$ cat config.mk
export PLATFORM = sky130hd
export DESIGN_NAME = tlbpt_ram
export DESIGN_NICKNAME = d
export VERILOG_FILES = /design/src/hdl/tlbpt_ram.sv
export SDC_FILE = /design/constraint.sdc
export NUM_CORES = 2
export LEC_CHECK = 0
export BUFFER_PORTS_ARGS = -buffer_cell sky130_fd_sc_hd__buf_2
export CORE_MARGIN = 3
export CORE_UTILIZATION = 35
export DETAILED_ROUTE_END_ITERATION = 8
export PLACE_DENSITY_LB_ADDON = 0.25
export SYNTH_ARGS = -nofsm -noshare
export SYNTH_HDL_FRONTEND = slang
export SYNTH_SLANG_ARGS = --single-unit
$ cat constraint.sdc
create_clock -name clk -period 4.36 [get_ports clk]
set_input_delay 0 -clock clk [delete_from_list [all_inputs] [get_ports clk]]
set_output_delay 0 -clock clk [all_outputs]
set_load 0.02 [all_outputs]
$ cat src/hdl/tlbpt_ram.sv
// tlbpt_ram: generic single-port synchronous ram with registered read
// no dependencies
module tlbpt_ram #(
  parameter int Width = 8,
  parameter int Depth = 256
) (
  input  logic                     clk,
  input  logic                     we,
  input  logic [$clog2(Depth)-1:0] addr,
  input  logic [Width-1:0]         wdata,
  output logic [Width-1:0]         rdata
);
  logic [Width-1:0] mem [Depth];

  always_ff @(posedge clk) begin
    if (we) begin
      mem[addr] <= wdata;
    end
    rdata <= mem[addr];
  end
endmodule

* After elaboration in Yosys (flattened, before gate mapping)
Memory sizes are Yosys's and may differ from the RTL's. A register that Yosys moved wholly into a read port is not among the register bits.
Index checks and enable logic that the tools add are counted.
** Word-level totals
- Memories :: 1
- Memory bits (read-only) :: 0
- RAM bits :: 2048
- Flip-flop bits (word level) :: 0
- Output and inout port bits :: 8
- Input bits :: 18
- Bits in latches :: 0
** Cells by class
- Reductions and logical operators :: 0
- Bitwise gates (word level) :: 0
- Shift-type cells :: 0
- Multipliers :: 0
- Muxes and demuxes :: 2
- Add/subtract/negate cells :: 0
- Equal/unequal tests :: 0
- Order comparisons :: 0
- Div/mod/pow operators :: 0
** Memory list
- mem :: depth 256, bits a word 8, read ports 1, clocked after Yosys merged registers in 1, wr ports 1, line 13 : logic [Width-1:0] mem [Depth];
** Operators by type and width (number)
- $mux W1 :: 2

* Logic depth before layout (Yosys ltp)
- Depth in word-level cells :: 2
- Mapped depth :: 10

* Least setup slack after synthesis
Ideal clock, no wire load.
- Path type :: in2reg
- Start :: in addr[1]
- End :: mem mem[111][0] (enable)
- Path slack :: 2.141 ns
- Setup time :: 0.370 ns
- Cell stages on the path :: 9
- Required time :: 3.990 ns
- Arrival time :: 1.849 ns
- Cells stage by stage :: buf_2 -> clkbuf_1 -> clkbuf_1 -> nand2_1 -> buf_2 -> nor2_1 -> nand2_1 -> clkbuf_1 -> nor2_1
** RTL lines
- start, declared :: line 9 : input logic [$clog2(Depth)-1:0] addr,
- end, declared :: line 13
No word-level cell before the write port.

==> impl_metrics.tcl <==
set metrics [dict create \
    power.switching_w 0.008909 \
    drc 0 \
    globalRouteMet1Util 0.2521 \
    cts.htree.levels 4 \
    yosysWarnings 0 \
    hp-start "addr[3]" \
    grt_util_all_layers 0.1773 \
    timing.final.crit_share 0.6844 \
    die-height_um 479.6 \
    finalPower_w 0.04158 \
    drv_slew 0 \
    grt_pass1_vias 38720 \
    syn_area_um2 78490 \
    cts_setup_buffers 0 \
    die_area_um2 230000 \
    cts.path.max_buffers 3 \
    reg2reg_slack_ns 1.39 \
    clkTransAtPathRegs_ns 0.06 \
    dpl-instance-area_um2 83460 \
    rsz0062_at_grt "false" \
    multi_input_area_um2 15860 \
    avgSynthCellArea_um2 22.13 \
    cts-resized-gates 0 \
    worst-setup-path-type "in2reg" \
    fmaxAchievable_mhz 335.1 \
    seq_area_frac_synth 0.7855 \
    postRouteAntennaNets 0 \
    drt_iter0_drc 4038 \
    seqPwrFrac 0.525 \
    area_growth_pct 15.20 \
    cts_tree "yes" \
    gp_congestion 0.7783 \
    holdBufCountCts 13 \
    wl_per_cell_um 29.54 \
    finalHoldViolCount 0 \
    tightest_slew_ns 1.276 \
    final_util 0.4060 \
    gr-usage-met3 0.02761 \
    dp_hpwl_um 121000 \
    grt_max_degree 161 \
    hold_path.class "in2reg" \
    layout-drive-gt1-share 0.2692 \
    cpMaxStageDelayCell "o41ai_1" \
    run_status "complete, no violations" \
    ir_worst_vdd_mv 0.3690 \
    clkPwrFrac 0.429 \
    p_leak_nw 27.39 \
    busiest_layer "met2" \
    coreArea_um2 222700 \
    max_cap_violations 0 \
    std_cell_rows 173 \
    synth_cell_type_count 22 \
    crit_fanout 48 \
    final_area_um2 90420 \
    critPathMaxStageDelay_ns 0.66 \
    p_int_w 0.03268 \
    maxSlewHeadroom 0.1379 \
    ctsRootBufferMaster "clkbuf_16" \
    cp.arrival_ns 3.73 \
    end_kind "flip-flop" \
    syn_inst 3547 \
    crit_start "addr[0]" \
    start_kind "input port" \
    fin_nets 3789 \
    clk_latency_ns 0.86 \
    period_minus_slack_ns 2.984 \
    grt_pass1_wl_um 294500 \
    die_w_um 479.6 \
    final.fill_count 19500 \
    switching_share 0.2142 \
    crit_required_ns 5.10 \
    port_buffers 25 \
    seqCellArea_um2 61660 \
    fin_skew_ns 0.05569 \
    synth_seq_cells 2056 \
    vias_per_cell 5.417 \
    dr.pass1.iters 7 \
    setup_viol 0 \
    routed_wl_um 204700 \
    clkSinkCount 2056 \
    pin_count 26 \
    combinationalPowerShare 0.046 \
    vias 37540 \
    worstPathCellList "buf_8, buf_12, mux4_2, a22oi_1, a21oi_1, o41ai_1, nand4_1, dlygate4sd3_1" \
    cts_buffers 207 \
    antenna_found_initial 9 \
    syn_nets 3565 \
    power_density_nw_per_um2 459.9 \
    grt_use_met2 0.2855 \
    r2r-start "mem[63][6]" \
    initial_utilization 0.3524 \
    grt.overflow.total 0 \
]
-- critical path, delay by kind of cell --
family / cells / cell delay (ns)
simple gates: 1 / 0.14
buf+inv: 3 / 1.55
compound gates: 3 / 1.36
mux: 1 / 0.55
-- placed cells by master, fill, tap and decap left out, types with 2 or more instances in the layout --
| cell type | instances |
|---|---|
| clkinv_2 | 38 |
| mux4_2 | 512 |
| and2_1 | 2 |
| nand3_2 | 7 |
| bufinv_16 | 23 |
| nand4_1 | 8 |
| nand3_1 | 6 |
| nor3_1 | 30 |
| buf_2 | 15 |
| clkbuf_1 | 45 |
| or2_2 | 2 |
| a21oi_1 | 128 |
| clkinv_16 | 4 |
| buf_8 | 10 |
| nand2b_1 | 4 |
| buf_12 | 33 |
| nand2_1 | 26 |
| a22oi_1 | 256 |
| nand2b_2 | 2 |
| clkinv_1 | 52 |
| clkbuf_16 | 210 |
| dfxtp_1 | 8 |
| nor2b_1 | 5 |
| o41ai_2 | 8 |
| diode_2 | 3 |
| o41ai_1 | 24 |
| nor2b_4 | 2 |
| inv_6 | 4 |
| buf_4 | 176 |
| clkinv_4 | 3 |
| clkinv_8 | 6 |
| clkinvlp_4 | 4 |
| nor2_1 | 231 |
| dlygate4sd3_1 | 13 |
| edfxtp_1 | 2048 |
| nand2_2 | 2 |
-- state kept, by name, indices dropped and copies added, names as in the netlist --
signal / cells
mem: 2048
rdata: 8
-- power by group through the flow --
stage	combinational (W)	clock, W	sequential, W
after detailed placement	0.00193	0	0.0223
after global placement	0.00192	0	0.0222
after floorplan	0.000968	0	0.0222
after CTS	0.00195	0.0182	0.0218
final	0.00191	0.0179	0.0218
after global routing	0.00203	0.0190	0.0218
-- final timing paths --
path	to	depth (start not counted)
setup reg to reg	rdata[6]	6
setup / recovery	rdata[6]	8
hold reg to reg	rdata[5]	5
hold / removal	mem[155][4]	3
-- routing by layer --
metal	part of all wire	vias up
li1	-	15550
met4	0.023	2
met3	0.057	274
met2	0.49	1178
met1	0.43	20540
met5	0.000063	-
-- cell usage after synthesis --
master	instances	area, um2
a21oi_1	128	640.6
a22oi_1	256	1922
and2_1	3	18.77
buf_1	19	71.32
buf_2	36	180.2
buf_4	16	120.1
buf_6	16	180.2
clkbuf_1	145	544.3
dfxtp_1	8	160.2
edfxtp_1	2048	61500
inv_1	1	3.750
mux4_2	512	11530
nand2_1	28	105.1
nand2b_1	6	37.54
nand3_1	13	65.06
nand4_1	8	50.05
nor2_1	232	870.8
nor2b_1	7	43.79
nor3_1	30	150.1
o41ai_1	32	280.3
or2_2	2	12.51
or3_1	1	6.260
-- final cells by class --
type                            instances  area share
Antenna cell                            3  0.00008302
Clock buffer                          255     0.05998
Clock inverter                        135     0.01554
Inverter                                1  0.00004151
Multi-Input combinational cell       1258      0.1754
Sequential cell                      2056      0.6819
Tap cell                             2975     0.04117
Timing Repair Buffer                  247     0.02585
-- through the flow --
step | TNS, ns | worst slack [ns] | hold WS, ns | std cells
floorplan | 0 | 2.141 | 0.09887 | 3547
global placement | -0.02314 | -0.02314 | 0.3746 | 6524
detailed placement | 0 | 0.4998 | 0.3814 | 6524
CTS | 0 | 1.380 | 0.01794 | 6927
global route | 0 | 1.365 | 0.09146 | 6929
finish | 0 | 1.376 | 0.09843 | 6930
-- cells by family after synthesis --
logic type             after synthesis  share of synthesized area
multiplexers                       512                     0.1469
buffers and inverters              233                    0.01401
AO/OA/AOI/OAI                      416                    0.03622
AND/OR/NAND/NOR                    330                    0.01733
flip-flops                        2056                     0.7855
Power figures use the tool's default switching activity.
